===== config.mk =====
export PLATFORM = sky130hd
export DESIGN_NAME = multi_channel_port_debouncer
export DESIGN_NICKNAME = d
export VERILOG_FILES = /design/src/rtl/core/mcpd_pkg.sv /design/src/rtl/core/multi_channel_port_debouncer.sv
export SDC_FILE = /design/constraint.sdc
export NUM_CORES = 1
export LEC_CHECK = 0
export ABC_AREA = 1
export BUFFER_PORTS_ARGS = -buffer_cell sky130_fd_sc_hd__buf_2
export CORE_ASPECT_RATIO = 2
export CORE_MARGIN = 2
export CORE_UTILIZATION = 40
export DETAILED_ROUTE_END_ITERATION = 12
export GPL_TIMING_DRIVEN = 0
export HOLD_SLACK_MARGIN = 0.02
export SYNTH_ARGS = -nofsm -noshare
export SYNTH_HDL_FRONTEND = slang
export SYNTH_SLANG_ARGS = --single-unit
export TNS_END_PERCENT = 10

===== constraint.sdc =====
create_clock -name clock -period 4.15 [get_ports clock]
set_clock_uncertainty 0.2 [all_clocks]
set_input_delay 0.6225 -clock clock [delete_from_list [all_inputs] [get_ports clock]]
set_output_delay 0.6225 -clock clock [all_outputs]
set_load 0.01 [all_outputs]

===== src/rtl/core/mcpd_pkg.sv =====
// Package with widths, defaults and register codes of the multi-channel port debouncer.
package mcpd_pkg;

   // Defaults for the top-level parameters.
   localparam int DEF_CHANNELS    = 8;
   localparam int DEF_VALUE_WIDTH = 8;

   // Fixed field widths of the stream words and the configuration port.
   localparam int CHANNEL_W   = 3;
   localparam int SAMPLE_W    = 8;
   localparam int MASK_W      = 8;
   localparam int THRESH_W    = 64;
   localparam int COUNT_W     = 8;
   localparam int REQ_TDATA_W = 16;
   localparam int RSP_TDATA_W = 16;
   localparam int CSR_INDEX_W = 1;

   // Match counter saturation value.
   localparam logic [COUNT_W-1:0] COUNT_MAX = '1;

   // Register indexes of the configuration port.
   typedef enum logic [CSR_INDEX_W-1:0] {
      CSR_SCAN_ENABLE_MASK  = 1'b0,
      CSR_FILTER_THRESHOLDS = 1'b1
   } csr_index_type;

endpackage


===== src/rtl/core/multi_channel_port_debouncer.sv =====
// Top level of the multi-channel port debouncer with its per-channel state memory.
//
// Usage: each word on the req_ channel carries one port sample for one channel.
// The block returns exactly one word on the rsp_ channel per accepted word, in order:
// the channel, its debounced stable value, a change flag and its tracking flag. The csr_
// port writes the scan enable mask (index 0) and the packed 8-bit match thresholds
// (index 1); the user must write only while the block is idle, not enforced by the block.
//
// A word accepted into the read stage moves to the output register once that
// register is free or drains, and rsp_tvalid rises with it. Throughput is one
// word per cycle while the receiver does not stall: the channel state sits in
// one memory read at acceptance and is written back when the word leaves the
// read stage, and the last write is forwarded to a read of the same channel
// that overlaps it.
//
// Reset clears the registers, the pipeline and one valid flag per channel; a
// channel that was never written reads as all zero, so no clearing pass runs.
// When the receiver stalls, the result stays in the output register, one more
// word waits in the read stage, and req_tready drops until the output drains.
module multi_channel_port_debouncer
   import mcpd_pkg::*;
#(
   parameter int CHANNELS    = DEF_CHANNELS,
   parameter int VALUE_WIDTH = DEF_VALUE_WIDTH
) (
   input  logic                   clock,
   input  logic                   reset,
   // Sample channel.
   input  logic                   req_tvalid,
   output logic                   req_tready,
   input  logic [REQ_TDATA_W-1:0] req_tdata,  // [2:0] channel, [10:3] sample
   // Result channel.
   output logic                   rsp_tvalid,
   input  logic                   rsp_tready,
   output logic [RSP_TDATA_W-1:0] rsp_tdata,  // [2:0] out_channel, [10:3] debounced value,
                                              // [11] changed, [12] tracking
   // Configuration write port.
   input  logic                   csr_we,
   input  logic [CSR_INDEX_W-1:0] csr_index,
   input  logic [THRESH_W-1:0]    csr_wdata
);

   // Memory geometry: one entry per channel holding {tracking, counter, candidate, stable}.
   localparam int ADDR_W    = (CHANNELS > 1) ? $clog2(CHANNELS) : 1;
   localparam int STABLE_LO = 0;
   localparam int CAND_LO   = VALUE_WIDTH;
   localparam int COUNT_LO  = 2 * VALUE_WIDTH;
   localparam int TRACK_BIT = 2 * VALUE_WIDTH + COUNT_W;
   localparam int ENTRY_W   = TRACK_BIT + 1;

   // Configuration registers.
   logic [MASK_W-1:0]   scan_enable_mask_ff;
   logic [THRESH_W-1:0] filter_thresholds_ff;

   // Read stage and memory.
   logic [ENTRY_W-1:0]   state_mem [CHANNELS];
   logic [ENTRY_W-1:0]   rd_data_ff;
   logic                 s1_valid_ff;
   logic [CHANNEL_W-1:0] s1_channel_ff;
   logic [SAMPLE_W-1:0]  s1_sample_ff;
   logic [CHANNELS-1:0]  entry_valid_ff;

   // Forwarding register of the last write.
   logic                 fwd_valid_ff;
   logic [ADDR_W-1:0]    fwd_addr_ff;
   logic [ENTRY_W-1:0]   fwd_data_ff;

   // Output register.
   logic                   rsp_valid_ff;
   logic [RSP_TDATA_W-1:0] rsp_data_ff;
   logic [RSP_TDATA_W-1:0] rsp_data_in;

   // Handshake and update signals.
   logic                   req_accept;
   logic                   s1_advance;
   logic                   s1_in_range;
   logic [ADDR_W-1:0]      s1_addr;
   logic [ADDR_W-1:0]      req_addr;
   logic                   mem_we;
   logic [ENTRY_W-1:0]     entry_cur;
   logic [ENTRY_W-1:0]     entry_in;
   logic                   changed_in;

   // Fields of the current entry and their next values.
   logic [VALUE_WIDTH-1:0] sample_v;
   logic [VALUE_WIDTH-1:0] stable_cur;
   logic [VALUE_WIDTH-1:0] cand_cur;
   logic [COUNT_W-1:0]     count_cur;
   logic                   track_cur;
   logic [VALUE_WIDTH-1:0] stable_in;
   logic [VALUE_WIDTH-1:0] cand_in;
   logic [COUNT_W-1:0]     count_in;
   logic                   track_in;
   logic [COUNT_W-1:0]     threshold;
   logic                   enabled;

   // Handshakes: the read stage moves on whenever the output register is free or drains.
   assign s1_advance = !rsp_valid_ff || rsp_tready;
   assign req_tready = !s1_valid_ff || s1_advance;
   assign req_accept = req_tvalid && req_tready;
   assign req_addr   = req_tdata[ADDR_W-1:0];
   assign s1_addr    = s1_channel_ff[ADDR_W-1:0];
   assign s1_in_range = 32'(s1_channel_ff) < CHANNELS;
   assign mem_we     = s1_valid_ff && s1_advance && s1_in_range;

   // Configuration register writes.
   always_ff @(posedge clock) begin
      if (reset) begin
         scan_enable_mask_ff  <= '0;
         filter_thresholds_ff <= '0;
      end else if (csr_we) begin
         unique case (csr_index_type'(csr_index))
            CSR_SCAN_ENABLE_MASK:  scan_enable_mask_ff  <= csr_wdata[MASK_W-1:0];
            CSR_FILTER_THRESHOLDS: filter_thresholds_ff <= csr_wdata;
            default: ;
         endcase
      end
   end

   // State memory: read at acceptance, written back when the word leaves the read stage.
   always_ff @(posedge clock) begin
      if (mem_we) begin
         state_mem[s1_addr] <= entry_in;
      end
      if (req_accept) begin
         rd_data_ff <= state_mem[req_addr];
      end
   end

   // Read stage control and payload.
   always_ff @(posedge clock) begin
      if (reset) begin
         s1_valid_ff <= 1'b0;
      end else if (req_tready) begin
         s1_valid_ff <= req_tvalid;
      end
   end

   always_ff @(posedge clock) begin
      if (req_accept) begin
         s1_channel_ff <= req_tdata[CHANNEL_W-1:0];
         s1_sample_ff  <= req_tdata[CHANNEL_W +: SAMPLE_W];
      end
   end

   // Valid flags per entry and the forwarding register of the last write.
   always_ff @(posedge clock) begin
      if (reset) begin
         entry_valid_ff <= '0;
         fwd_valid_ff   <= 1'b0;
      end else if (mem_we) begin
         entry_valid_ff[s1_addr] <= 1'b1;
         fwd_valid_ff            <= 1'b1;
      end
   end

   always_ff @(posedge clock) begin
      if (mem_we) begin
         fwd_addr_ff <= s1_addr;
         fwd_data_ff <= entry_in;
      end
   end

   // Current entry: the last write wins over the memory, and an unwritten entry is zero.
   always_comb begin
      if (fwd_valid_ff && (fwd_addr_ff == s1_addr)) begin
         entry_cur = fwd_data_ff;
      end else if (entry_valid_ff[s1_addr]) begin
         entry_cur = rd_data_ff;
      end else begin
         entry_cur = '0;
      end
   end

   assign stable_cur = entry_cur[STABLE_LO +: VALUE_WIDTH];
   assign cand_cur   = entry_cur[CAND_LO +: VALUE_WIDTH];
   assign count_cur  = entry_cur[COUNT_LO +: COUNT_W];
   assign track_cur  = entry_cur[TRACK_BIT];
   assign sample_v   = s1_sample_ff[VALUE_WIDTH-1:0];
   assign threshold  = filter_thresholds_ff[{s1_channel_ff, 3'b000} +: COUNT_W];
   assign enabled    = scan_enable_mask_ff[s1_channel_ff];

   // Debounce update of one channel.
   always_comb begin
      stable_in  = stable_cur;
      cand_in    = cand_cur;
      count_in   = count_cur;
      track_in   = track_cur;
      changed_in = 1'b0;
      if (enabled && (sample_v != stable_cur)) begin
         if (!track_cur) begin
            // First differing sample starts tracking it as the candidate.
            cand_in  = sample_v;
            count_in = '0;
            track_in = 1'b1;
         end else begin
            if (sample_v == cand_cur) begin
               if (count_cur < COUNT_MAX) begin
                  count_in = count_cur + COUNT_W'(1);
               end
            end else begin
               count_in = '0;
               track_in = 1'b0;
            end
            // The threshold is checked even after a mismatch.
            if (count_in >= threshold) begin
               stable_in  = cand_cur;
               count_in   = '0;
               track_in   = 1'b0;
               changed_in = 1'b1;
            end
         end
      end
   end

   assign entry_in = {track_in, count_in, cand_in, stable_in};

   // Result word; a channel outside the range reports zeros.
   always_comb begin
      rsp_data_in = '0;
      rsp_data_in[CHANNEL_W-1:0] = s1_channel_ff;
      if (s1_in_range) begin
         rsp_data_in[CHANNEL_W +: SAMPLE_W]  = SAMPLE_W'(stable_in);
         rsp_data_in[CHANNEL_W + SAMPLE_W]     = changed_in;
         rsp_data_in[CHANNEL_W + SAMPLE_W + 1] = track_in;
      end
   end

   // Output register.
   always_ff @(posedge clock) begin
      if (reset) begin
         rsp_valid_ff <= 1'b0;
      end else if (s1_advance) begin
         rsp_valid_ff <= s1_valid_ff;
      end
   end

   always_ff @(posedge clock) begin
      if (s1_advance && s1_valid_ff) begin
         rsp_data_ff <= rsp_data_in;
      end
   end

   assign rsp_tvalid = rsp_valid_ff;
   assign rsp_tdata  = rsp_data_ff;

endmodule


## After elaboration in Yosys (flattened, before gate mapping)

Memory sizes are Yosys's and may differ from the RTL's. A register that Yosys moved wholly into a read port is not among the register bits.
Cells that the tools add are included.

- Register bits after elaboration: 135
- Memory bits (writable): 200
- Input port bits: 86
- Logic and storage cells: 63
- Memories kept: 1

- $add $sub $neg: 1
- Order comparisons: 4
- Equality and inequality tests: 3
- Shifts and indexed selects: 1
- Mux-type cells: 27
- Bitwise operators: 2
- Reduce and logical (&&, ||, !) cells: 12

Memories:

| memory | words | bits a word | rd ports | clocked after memory_dff | wr ports | RTL line | source |
|---|---|---|---|---|---|---|---|
| state_mem | 8 | 25 | 1 | 1 | 1 | multi_channel_port_debouncer.sv:56 | `logic [ENTRY_W-1:0] state_mem [CHANNELS];` |

Operators with widths:

| operator | number |
|---|---|
| 2-to-1 mux 8 bit | 12 |
| variable part select 64 x 7 -> 8 bit | 1 |
| 2-to-1 mux 25 bit | 2 |
| 2-to-1 mux 1 bit | 10 |
| adder 8 x 1 -> 8 bit, second input constant | 1 |
| equality test 8 bit | 1 |
| >= comparator 8 bit | 1 |
| < comparator 8 bit, second input constant | 1 |
| != test 8 bit | 1 |
| bitwise OR 8 bit | 1 |
| binary-select mux 1 bit (select 3 bit) | 2 |
| AND reduction 2 bit | 3 |
| logical AND 1 bit | 5 |
| < comparator 3 x 4 -> 1 bit, second input constant | 1 |
| demux 1 bit (select 3 bit) | 1 |
| equality test 3 bit | 1 |
| >= comparator 3 x 1 -> 1 bit, second input constant | 1 |
| logical NOT 1 bit | 2 |
| logical OR 1 bit | 2 |
| NOT 1 bit | 1 |

## Longest topological paths before layout

Gate-level depths: netlist of the first run.

- Depth after elaboration: 13
- Gate-level depth with buffers: 29

## Worst setup path after synthesis of the first run

OpenSTA, ideal clock, no wires.

- Kind: flip-flop to flip-flop
- Start: reg s1_channel_ff[1], in the netlist s1_addr[1]
- End: reg fwd_data_ff[16] (data pin)
- Library setup time: 0.226 ns
- Arrival: 3.788 ns
- Required time: 3.724 ns
- Slack: -0.064 ns
- Stages on the path, launching flop included: 28
- Path buffers: 4
- Period minus slack after synthesis: 4.214 ns
- Cell sequence: edfxtp_1 buf_4 nor2_2 nand3_1 nand2_1 nor2_2 nand2_4 buf_6 buf_8 nand3_1 o21ai_2 ha_1 nand2_1 nor2_2 nand2_1 nand2_1 nand2_1 nand2_1 inv_1 ha_1 a21oi_1 o21ai_0 nand2_1 nand3_1 clkbuf_1 inv_1 nand4_1 o21ai_1

- Cells in the longest elaborated chain, start to end: 13
- Elaborated cells on any way between the ends: 22
- Those cells by class: add/sub (1); order compare (2); eq/ne (3); shift (1); mux (13); reduce/logical (2)

RTL lines:

| what | RTL line | source |
|---|---|---|
| start: declaration | multi_channel_port_debouncer.sv:59 | `logic [CHANNEL_W-1:0] s1_channel_ff;` |
| start signal: assignment | multi_channel_port_debouncer.sv:141 | `s1_channel_ff <= req_tdata[CHANNEL_W-1:0];` |
| binary-select mux 1 bit (select 3 bit) | multi_channel_port_debouncer.sv:168 | `end else if (entry_valid_ff[s1_addr]) begin` |
| 2-to-1 mux 1 bit (not written as such) | multi_channel_port_debouncer.sv:168 |  |
| 2-to-1 mux 25 bit | multi_channel_port_debouncer.sv:168 |  |
| 2-to-1 mux 25 bit | multi_channel_port_debouncer.sv:166 | `if (fwd_valid_ff && (fwd_addr_ff == s1_addr)) begin` |
| adder 8 x 1 -> 8 bit / < comparator 8 bit (equally long branches) | multi_channel_port_debouncer.sv:199, multi_channel_port_debouncer.sv:198 |  |
| 2-to-1 mux 8 bit | multi_channel_port_debouncer.sv:198 | `if (count_cur < COUNT_MAX) begin` |
| 2-to-1 mux 8 bit | multi_channel_port_debouncer.sv:197 | `if (sample_v == cand_cur) begin` |
| 2-to-1 mux 8 bit | multi_channel_port_debouncer.sv:191 | `if (!track_cur) begin` |
| 2-to-1 mux 8 bit | multi_channel_port_debouncer.sv:190 | `if (enabled && (sample_v != stable_cur)) begin` |
| >= comparator 8 bit | multi_channel_port_debouncer.sv:206 | `if (count_in >= threshold) begin` |
| 2-to-1 mux 8 bit | multi_channel_port_debouncer.sv:206 |  |
| 2-to-1 mux 8 bit | multi_channel_port_debouncer.sv:191 |  |
| 2-to-1 mux 8 bit * | multi_channel_port_debouncer.sv:190 |  |
| via count_in[0] | multi_channel_port_debouncer.sv:92 | `logic [COUNT_W-1:0] count_in;` |
| end signal: assignment | multi_channel_port_debouncer.sv:160 | `fwd_data_ff <= entry_in;` |
| end: declaration | multi_channel_port_debouncer.sv:66 | `logic [ENTRY_W-1:0] fwd_data_ff;` |

Mark *: on every way through the listed nets, which the timed path passes. The rest lies on a longest branch. The select of a mux whose other input is x is not followed.
A chain may end at the register's enable or synchronous reset.

## Final worst setup path of the first run

- Start: reg s1_channel_ff[2], in the netlist s1_addr[2]
- End: mem state_mem[1][21] in the netlist's numbering (data pin)

- Cells in the longest elaborated chain, start to end: 13
- Elaborated cells on any way between the ends: 22
- Those cells by class: add/sub (1); order compare (2); eq/ne (3); shift (1); mux (13); reduce/logical (2)

RTL lines:

| what | RTL line |
|---|---|
| binary-select mux 1 bit (select 3 bit) | multi_channel_port_debouncer.sv:168 |
| 2-to-1 mux 1 bit (not written as such) | multi_channel_port_debouncer.sv:168 |
| 2-to-1 mux 25 bit | multi_channel_port_debouncer.sv:168 |
| 2-to-1 mux 25 bit | multi_channel_port_debouncer.sv:166 |
| adder 8 x 1 -> 8 bit / < comparator 8 bit (equally long branches) | multi_channel_port_debouncer.sv:199, multi_channel_port_debouncer.sv:198 |
| 2-to-1 mux 8 bit | multi_channel_port_debouncer.sv:198 |
| 2-to-1 mux 8 bit | multi_channel_port_debouncer.sv:197 |
| 2-to-1 mux 8 bit | multi_channel_port_debouncer.sv:191 |
| 2-to-1 mux 8 bit | multi_channel_port_debouncer.sv:190 |
| >= comparator 8 bit | multi_channel_port_debouncer.sv:206 |
| 2-to-1 mux 8 bit | multi_channel_port_debouncer.sv:206 |
| 2-to-1 mux 8 bit | multi_channel_port_debouncer.sv:191 |
| 2-to-1 mux 8 bit * | multi_channel_port_debouncer.sv:190 |
| via count_in[5] | multi_channel_port_debouncer.sv:92 |
| end: declaration | multi_channel_port_debouncer.sv:56 |

Marks and branches as above.

==> reports/summary.md, run 1 <==
STA classifies the critical path endpoint as a flop. The synthesized design spends more area on one cell type than any other, namely sky130_fd_sc_hd__edfxtp_1. Highest fanout seen on the critical path: 10.

The share of synthesized area in the top cell type comes to 53.3%. Summing every instance area after synthesis gives 14900 µm². Measured against its own limit, the worst slew margin works out to 12.0%.

Clock-pin slew was measured on the worst setup and hold paths at 0.07 ns. On the critical path, the stage with the largest delay is an instance of sky130_fd_sc_hd__a221oi_1. The leading cell type by number of instances after synthesis was sky130_fd_sc_hd__nand2_1. The worst setup slack for register-to-register paths came out at -0.13 ns. Synthesis produced 1512 cells.

The residual DRC count was 0; the iteration-0 DRC count of the detailed router was 691. The sequential element share of the synthesized area came out at 64.4%. Yosys attributes the largest share of cell area to sky130_fd_sc_hd__edfxtp_1 53%, sky130_fd_sc_hd__dfxtp_1 11%, sky130_fd_sc_hd__nand2_1 7.9%. For the effective utilization at floorplan, the log shows 40.3%.

In the final routed layout, each cell accounts on average for 21.1 µm. Number of enable flip-flop cells after synthesis: 265. The capturing point of the worst reg2reg path was state_mem[1][21]. The clock reaches the later pin of the worst-skew pair after 0.57 ns.

The startpoint identified for the worst register-to-register timing path is s1_addr[2]. The tools report the number of global-route vias before repair as 12.2k. Based on the critical path, the design can be clocked at up to 234 MHz. The share of cells above drive strength 1 works out to 22.1%. Routed wire length: 46.2 mm.

The run finished, with violations left. The number of levels in the clock H-tree was 1. Once layout is complete, the utilization of the core stands at 50.1%. The region available for standard cell placement spans 37000 µm². The transition at the pin with the smallest max-transition slack came out at 1.32 ns. For this run, the number of Yosys warnings is 0.

Of the post-synthesis cell area, the part taken by muxes is 0%. Internal power comes to 5520 µW. The power density over the cells was 400 nW/µm²; the worst hold path stage count was 1. The tools report the final count of negative-setup-slack endpoints as 127.

During I/O placement, the number of pins put on the boundary was 104. Global routing usage summed across all routing layers: 22.8%. The final clock period utilization by the worst path works out to 103%. The mean number of vias per cell is 5.40. For the fraction of power consumed by the clock network, the log shows 35.8%. Summing the areas of all fa, ha and maj instances in the mapped netlist gives 0.754% of the synthesized area. Setup repair after global routing could not meet its margin everywhere. Summed over all failing endpoints, the final setup total negative slack is -7.23 ns. The total half-perimeter wirelength after legalization and detailed placement was 32.6 mm; the post-layout minimum cycle time was 4.28 ns. The analysis attributes to cell leakage a power of 0.00694 µW. The die boundary height works out to 277 µm. The post-layout worst setup margin was -0.132 ns. In the synthesized netlist the dominant register cell turns out to be sky130_fd_sc_hd__edfxtp_1. The largest net degree at the start of global routing is 37, and the routability congestion estimate from global placement is 0.867.

In this run the tool buffered the top-level ports with 94 buffer cells. Across all hold checks on the routed design, the worst slack comes to 0.0574 ns. The first-pass iteration count of the detailed router is 5, and the number of standard-cell rows in the floorplan is 100. The number of clock buffers added by TritonCTS is 29. Yosys mapped the design onto 43 distinct sky130hd cell types. The total number of vias is 11.8k. Of the total synthesized cell area, the portion taken by AND, OR, NAND and NOR gates is 17.5%.

The tools report the type of origin of the critical path as a flop. The worst setup path is of the reg2reg kind. The clock sink count was 348; the peak ir drop on the vdd network was 308 µV.

In this run switching power makes up 25.8% of total power. The async set-or-reset flop fraction in the synthesized netlist was 0%; the post-detailed-route count of antenna-violating nets was 0. The data required time of the worst path is 4.38 ns. Of the total synthesized cell area, the portion taken by XOR and XNOR cells is 0.0586%. TritonCTS built the clock tree. The checks that failed: setup timing. Compared with the post-synthesis result, the final layout area differs by 24.2%.

For the number of hold violations in the final report, the log shows 0. The total die area came out at 39000 µm². Data arrives at the worst endpoint at 4.51 ns.

The largest family of logic cells by synthesized area was simple AND/OR/NAND/NOR gates. The wire length of the first global-routing pass was 67.2 mm; the maximum buffer depth of the clock tree was 3. Cell at the root of the clock tree: sky130_fd_sc_hd__clkbuf_16. The run gives 0 as the final-report max-slew violation count. The critical path endpoint is state_mem[1][21]. The mean post-synth cell area is 9.88 µm².

The synthesized netlist devotes 11.6% of its cell area to compound gates. For the worst flop-to-flop path, the logic depth is 20. Power share of the combinational group: 11.4%.

The launch point of the critical path is s1_addr[2]. 0 antenna diodes ended up in the layout. The number of max-cap violations was 0; the portion of total power attributed to sequential cells was 52.9%.

For this run, the post-layout net count is 1808. By count the netlist is led by 314 x sky130_fd_sc_hd__nand2_1, 265 x sky130_fd_sc_hd__edfxtp_1, 255 x sky130_fd_sc_hd__nor2_1. In this run the worst hold path is classified as in2reg. The initial antenna violation count is 0, and the delay of the slowest cell on the worst path is 0.77 ns.

The signal on the critical path passes through buf_6 > inv_8 > buf_12 > buf_4 > nand3_1 > o22ai_1 > a221oi_1 > nand2_1 > inv_1 > ha_4 > nand2_2 > nor2_2 > nand4_1 > nand3_4 > buf_8 > clkinv_4 > nand4_1 > buf_6 > o21ai_4 > clkbuf_16. The width of the chip was 141 µm. The analysis attributes to net switching a power of 1910 µW.

The post-synthesis sequential element count came out at 348. For this run the aggregate overflow at the end of global routing stands at 0.
routing by layer:
layer | share of wire [%] | wire length, µm | track usage (%)
met1 | 32 | 14700 | 20.9
met2 | 56 | 25800 | 44.5
met3 | 3.9 | 1810 | 2.54
met4 | 8.4 | 3890 | 16.9
met5 | 0 | 0 | 0
critical path, delay by kind of cell (launching register included):
family / cells / cell delay (ns)
AO/OA/AOI/OAI: 3 / 1.17
flip-flops: 1 / 0.35
buffers and inverters: 9 / 1.19
adder cells (fa/ha/maj): 1 / 0.20
AND/OR/NAND/NOR: 7 / 1.01
kinds of logic (layout without fill, tap and decap cells):
logic type,after synthesis,count (layout)
buf+inv,200,416
fa+ha+maj,9,9
flops,348,348
other cells,1,3
simple gates,648,649
compound gates,305,307
xor+xnor,1,1
layout by cell type, fill, tap and decap left out, drive strengths merged, types with 3 or more instances in the layout:
cell type,n
o22ai,44
a31oi,25
nor2,267
a211oi,21
nand2,321
conb,3
clkbuf,83
clkinv,14
nand4,7
a221oi,11
dfxtp,83
nor3,5
o21ai,140
dlygate4sd3,8
buf,190
ha,9
inv,112
nand3,44
clkinvlp,8
a21oi,60
edfxtp,265
power by group through the flow:
| stage | clock (µW) | sequential (µW) | combinational [µW] |
|---|---|---|---|
| finish | 2660 | 3930 | 845 |
| CTS | 2690 | 3920 | 764 |
| global placement | 0 | 4000 | 665 |
| floorplan | 0 | 3980 | 408 |
| detailed placement | 0 | 4000 | 685 |
| global route | 2800 | 3940 | 914 |
through the flow:
stage	power (µW)	setup slack, ns	area (µm²)	std cells
finish	7430	-0.132	18600	2192
global route	7650	-0.218	18600	2192
CTS	7370	-0.0602	17800	2159
detailed placement	4690	-1.64	16100	2072
global placement	4670	-1.57	16000	2067
floorplan	4390	-0.0644	14900	1514
flip-flops by register name, indices dropped and copies added, names as in the netlist, 2 cells and up:
name,flops
entry_valid_ff,8
fwd_data_ff,25
rd_data_ff,25
rsp_tdata,2
filter_thresholds_ff,64
fwd_addr_ff,2
state_mem,200
scan_enable_mask_ff,8
s1_sample_ff,8
s1_addr,3
worst min-delay path by stage:
stage	start	end
after detailed placement	filter_thresholds_ff[45]	filter_thresholds_ff[45]
after CTS	req_tdata[2]	s1_addr[2]
after global placement	filter_thresholds_ff[45]	filter_thresholds_ff[45]
final	req_tdata[2]	s1_addr[2]
after global routing	req_tdata[2]	s1_addr[2]
after floorplan	s1_addr[1]	fwd_addr_ff[1]
layout make-up:
cell class | count | area (µm²)
fill | 3336 | 18500
sequential | 348 | 9620
multi-input combinational | 969 | 5240
timing repair buffer | 166 | 1330
clock buffer | 31 | 733
tap | 459 | 574
inverter | 115 | 469
buffer | 84 | 439
clock inverter | 20 | 161
what timing repair did:
item                                    4_1_cts  5_1_grt
pin swaps                                    28       66
setup buffers                                27       29
hold buffers                                  8        0
hold endpoints to repair                      8        0
cloned                                        2        6
endpoints found under the setup margin      154      198
gates resized for setup                      62      144
No activity file was read; power rests on OpenSTA's default activity.
==> inputs of run 2 (changes only) <==
Settings changed: MAX_ROUTING_LAYER set to met4.
==> run 2 against run 1 <==
- the run still ends with setup timing left
- largest power group unchanged
- register-to-register slack is essentially flat
- critical path depth did not move
- critical endpoint is now fwd_data_ff[3]
- core utilization down 0.64 points
- die area is the same
- largest cell class unchanged
- setup slack improved by 0.0065 ns
==> reports/summary.md, run 2 (synthesis results as in run 1) <==
The worst hold path stage count was 1. In this run the count of I/O pins placed on the die edge is 104. The tools report the clock latency of the later-clocked register in the worst-skew pair as 0.58 ns. Setup slack on the worst reg-to-reg path comes out at -0.13 ns. For the finished layout, the period the worst path requires is 4.28 ns. The tools report the initial antenna violation count as 0. Data arrives at the worst endpoint at 4.34 ns.

In this run the core area contains 100 standard-cell rows. The cell at the root of the clock tree was sky130_fd_sc_hd__clkbuf_16. Timing would allow up to 234 MHz.

Setup violations remaining at the end of the flow were counted as 138. Width of the chip: 141 µm. The number of global-route vias before repair is 12.0k, and the number of filler cells placed in the layout is 3393. After the first detailed-routing iteration, the DRC count stood at 745. The peak ir drop on the vdd network was 349 µV. Once the floorplan was initialized, standard cells occupied 40.3% of the core. The type of the most critical hold path is in2reg. The first-pass iteration count of the detailed router came out at 5. For the number of hold violations in the final report, the log shows 0. The final layout contains 1797 nets.

Timing analysis after detailed placement gives a worst setup slack of -1.69 ns. Along the worst path, the maximum fanout reaches 8. The floorplan step set the die height to 277 µm. The mean number of vias per cell is 5.32, and the number of CTS-inserted buffers is 30.

The worst setup path is captured at a flop. At the end of routability-driven placement, the weighted congestion stood at 0.875. The detailed router placed 11.6k vias in this run. Compared with the post-synthesis result, the final layout area differs by 22.7%. The logs give 0 for the number of max-cap violations and 348 for the clock sink count. Setup repair after global routing could not meet its margin everywhere.

The clock passes through at most 3 buffers. The worst setup path is launched from a flop. Placed standard-cell area: 16200 µm². The largest registers in the layout are state_mem x200, filter_thresholds_ff x64. The repair_antennas step left the layout with diodes totalling 0. The post-route netlist has 19.7% of its cells at a drive strength greater than 1.

The flow ran to the end, but the final reports show violations. Setup total negative slack on the finished layout was measured at -6.02 ns. The total overflow left after global routing is 0. The run gives 18300 µm² as the final standard cell area without fillers.

For this run, design rule violations remaining after detail routing come to 0. The most critical setup path has its startpoint at s1_addr[2]. The wire length of the first global-routing pass came out at 67.2 mm. Leaving out fill and tap cells, the most frequent cell in the layout is sky130_fd_sc_hd__nand2_1.

Worst hold path endpoint: s1_addr[1]. Headroom to the max-slew limit came out at 17.6%. The total half-perimeter wirelength after legalization and detailed placement was 32.7 mm. For this run, the total global-route usage over all layers was measured as 23.5%. Ranked by flip-flop count, first place goes to state_mem. Final-report max-slew violation count: 0. TritonCTS built the clock tree. In the layout the commonest cells are 286 x sky130_fd_sc_hd__nand2_1, 265 x sky130_fd_sc_hd__edfxtp_1, 241 x sky130_fd_sc_hd__nor2_1, 110 x sky130_fd_sc_hd__o21ai_0, 101 x sky130_fd_sc_hd__inv_1.

After detailed routing, the average wire length per cell comes to 20.9 µm. In this run the standard cell core region covers 37000 µm². Clock-pin slew was measured on the worst setup and hold paths at 0.07 ns. The final critical path takes up 103% of the cycle. For the leakage component of the power, the log shows 0.00684 µW.

In this run the critical register-to-register path is launched from s1_addr[2]. The critical hold path startpoint is req_tdata[1]. The cell count of the worst reg-to-reg path is 20.

Once detail routing completed, the nets flagged for antenna violations numbered 0. The count of buffers added on input and output ports is 94. The power density over the cells came out at 416 nW/µm².

The flip-flop count of the largest register, all copies and words added is 200. The routed design has 45.6 mm of wire. The die covers 39000 µm². In this run the critical register-to-register path is captured at fwd_data_ff[3]. Post-layout worst setup margin: -0.126 ns. Entering global routing, the biggest net connects 30 pins. The critical path is of the reg2reg type. The final reports fail on setup timing.

Data on the critical path is required at its endpoint by 4.22 ns. The run gives 1 as the number of levels in the clock H-tree. The transition at the pin with the smallest max-transition slack works out to 1.23 ns.
## run 2: cell count changes in the layout (fill, tap and decap cells not counted), moves of 3 or more
cell | before | now
sky130_fd_sc_hd__ha_1 | 3 | 6
sky130_fd_sc_hd__nand2_1 | 264 | 286
sky130_fd_sc_hd__nand2_2 | 40 | 28
sky130_fd_sc_hd__nand3_2 | 10 | 6
sky130_fd_sc_hd__buf_6 | 13 | 10
sky130_fd_sc_hd__buf_4 | 44 | 38
sky130_fd_sc_hd__o21ai_0 | 113 | 110
sky130_fd_sc_hd__nand2_4 | 17 | 6
sky130_fd_sc_hd__o21ai_1 | 5 | 8
sky130_fd_sc_hd__nand3_1 | 29 | 33
sky130_fd_sc_hd__inv_1 | 97 | 101
sky130_fd_sc_hd__clkinv_4 | 5 | 2
sky130_fd_sc_hd__buf_12 | 13 | 10
## run 2: per-layer routing
layer,track usage [%],routed length [µm]
met3,2.04,1330
met1,21.0,14500
met4,16.2,4170
met2,45.4,25700
met5,-,0
## run 2: what timing repair did
item | 4_1_cts | 5_1_grt
hold buffers | 9 | 0
resized for setup | 60 | 85
setup buffers | 23 | 18
cloned | 2 | 4
pin swaps | 26 | 29
endpoints found under the setup margin | 154 | 217
endpoints found under the hold margin | 9 | 0
## run 2: report_power, final
part | total [µW] | switching, µW | internal [µW]
clock network | 2880 | 1320 | 1560
logic | 809 | 552 | 257
registers | 3930 | 48.7 | 3880
total | 7620 | 1920 | 5700
## run 2: worst max path at each step
stage	endpoint	slack (ns)	depth (start not counted)
final	fwd_data_ff[3]	-0.13	20
after floorplan	fwd_data_ff[16]	-0.06	27
after global routing	state_mem[3][3]	-0.29	27
after global placement	state_mem[4][17]	-1.56	27
after detailed placement	state_mem[6][19]	-1.69	26
after CTS	state_mem[4][19]	-0.14	28
## run 2: final cells by class
type | count | area [µm²] | area share [%]
clock inverter | 22 | 215 | 1.17
buffer | 84 | 435 | 2.38
tap | 459 | 574 | 3.13
inverter | 115 | 442 | 2.41
timing repair buffer | 152 | 1170 | 6.38
multi-input combinational | 971 | 5080 | 27.7
sequential | 348 | 9620 | 52.5
clock buffer | 33 | 783 | 4.27
## run 2: per-stage QoR
stage	utilization, %	hold slack (ns)	cells	total power, µW
after floorplan	-	0.228	1514	4390
after global placement	43.2	0.249	2067	4670
after detailed placement	43.7	0.254	2074	4690
after CTS	48.2	0.0525	2162	7590
after global routing	49.5	0.0584	2184	7830
final	49.5	0.0747	2184	7620
## run 2: critical path: stages, from the launching register on
cell and delay (ns):
sky130_fd_sc_hd__edfxtp_1 0.54, sky130_fd_sc_hd__buf_6 0.16, sky130_fd_sc_hd__nor2_4 0.04, sky130_fd_sc_hd__buf_4 0.14
sky130_fd_sc_hd__nand2_1 0.21, sky130_fd_sc_hd__inv_1 0.21, sky130_fd_sc_hd__a221oi_1 0.76, sky130_fd_sc_hd__nand4_1 0.23
sky130_fd_sc_hd__inv_1 0.12, sky130_fd_sc_hd__ha_1 0.22, sky130_fd_sc_hd__nand2_1 0.08, sky130_fd_sc_hd__nor2_2 0.05
sky130_fd_sc_hd__nand4_1 0.11, sky130_fd_sc_hd__nand3_4 0.13, sky130_fd_sc_hd__buf_6 0.16, sky130_fd_sc_hd__nand2_2 0.06
sky130_fd_sc_hd__o21ai_1 0.06, sky130_fd_sc_hd__nand2_1 0.09, sky130_fd_sc_hd__o21ai_2 0.06, sky130_fd_sc_hd__nand2_2 0.16
sky130_fd_sc_hd__o21ai_2 0.17
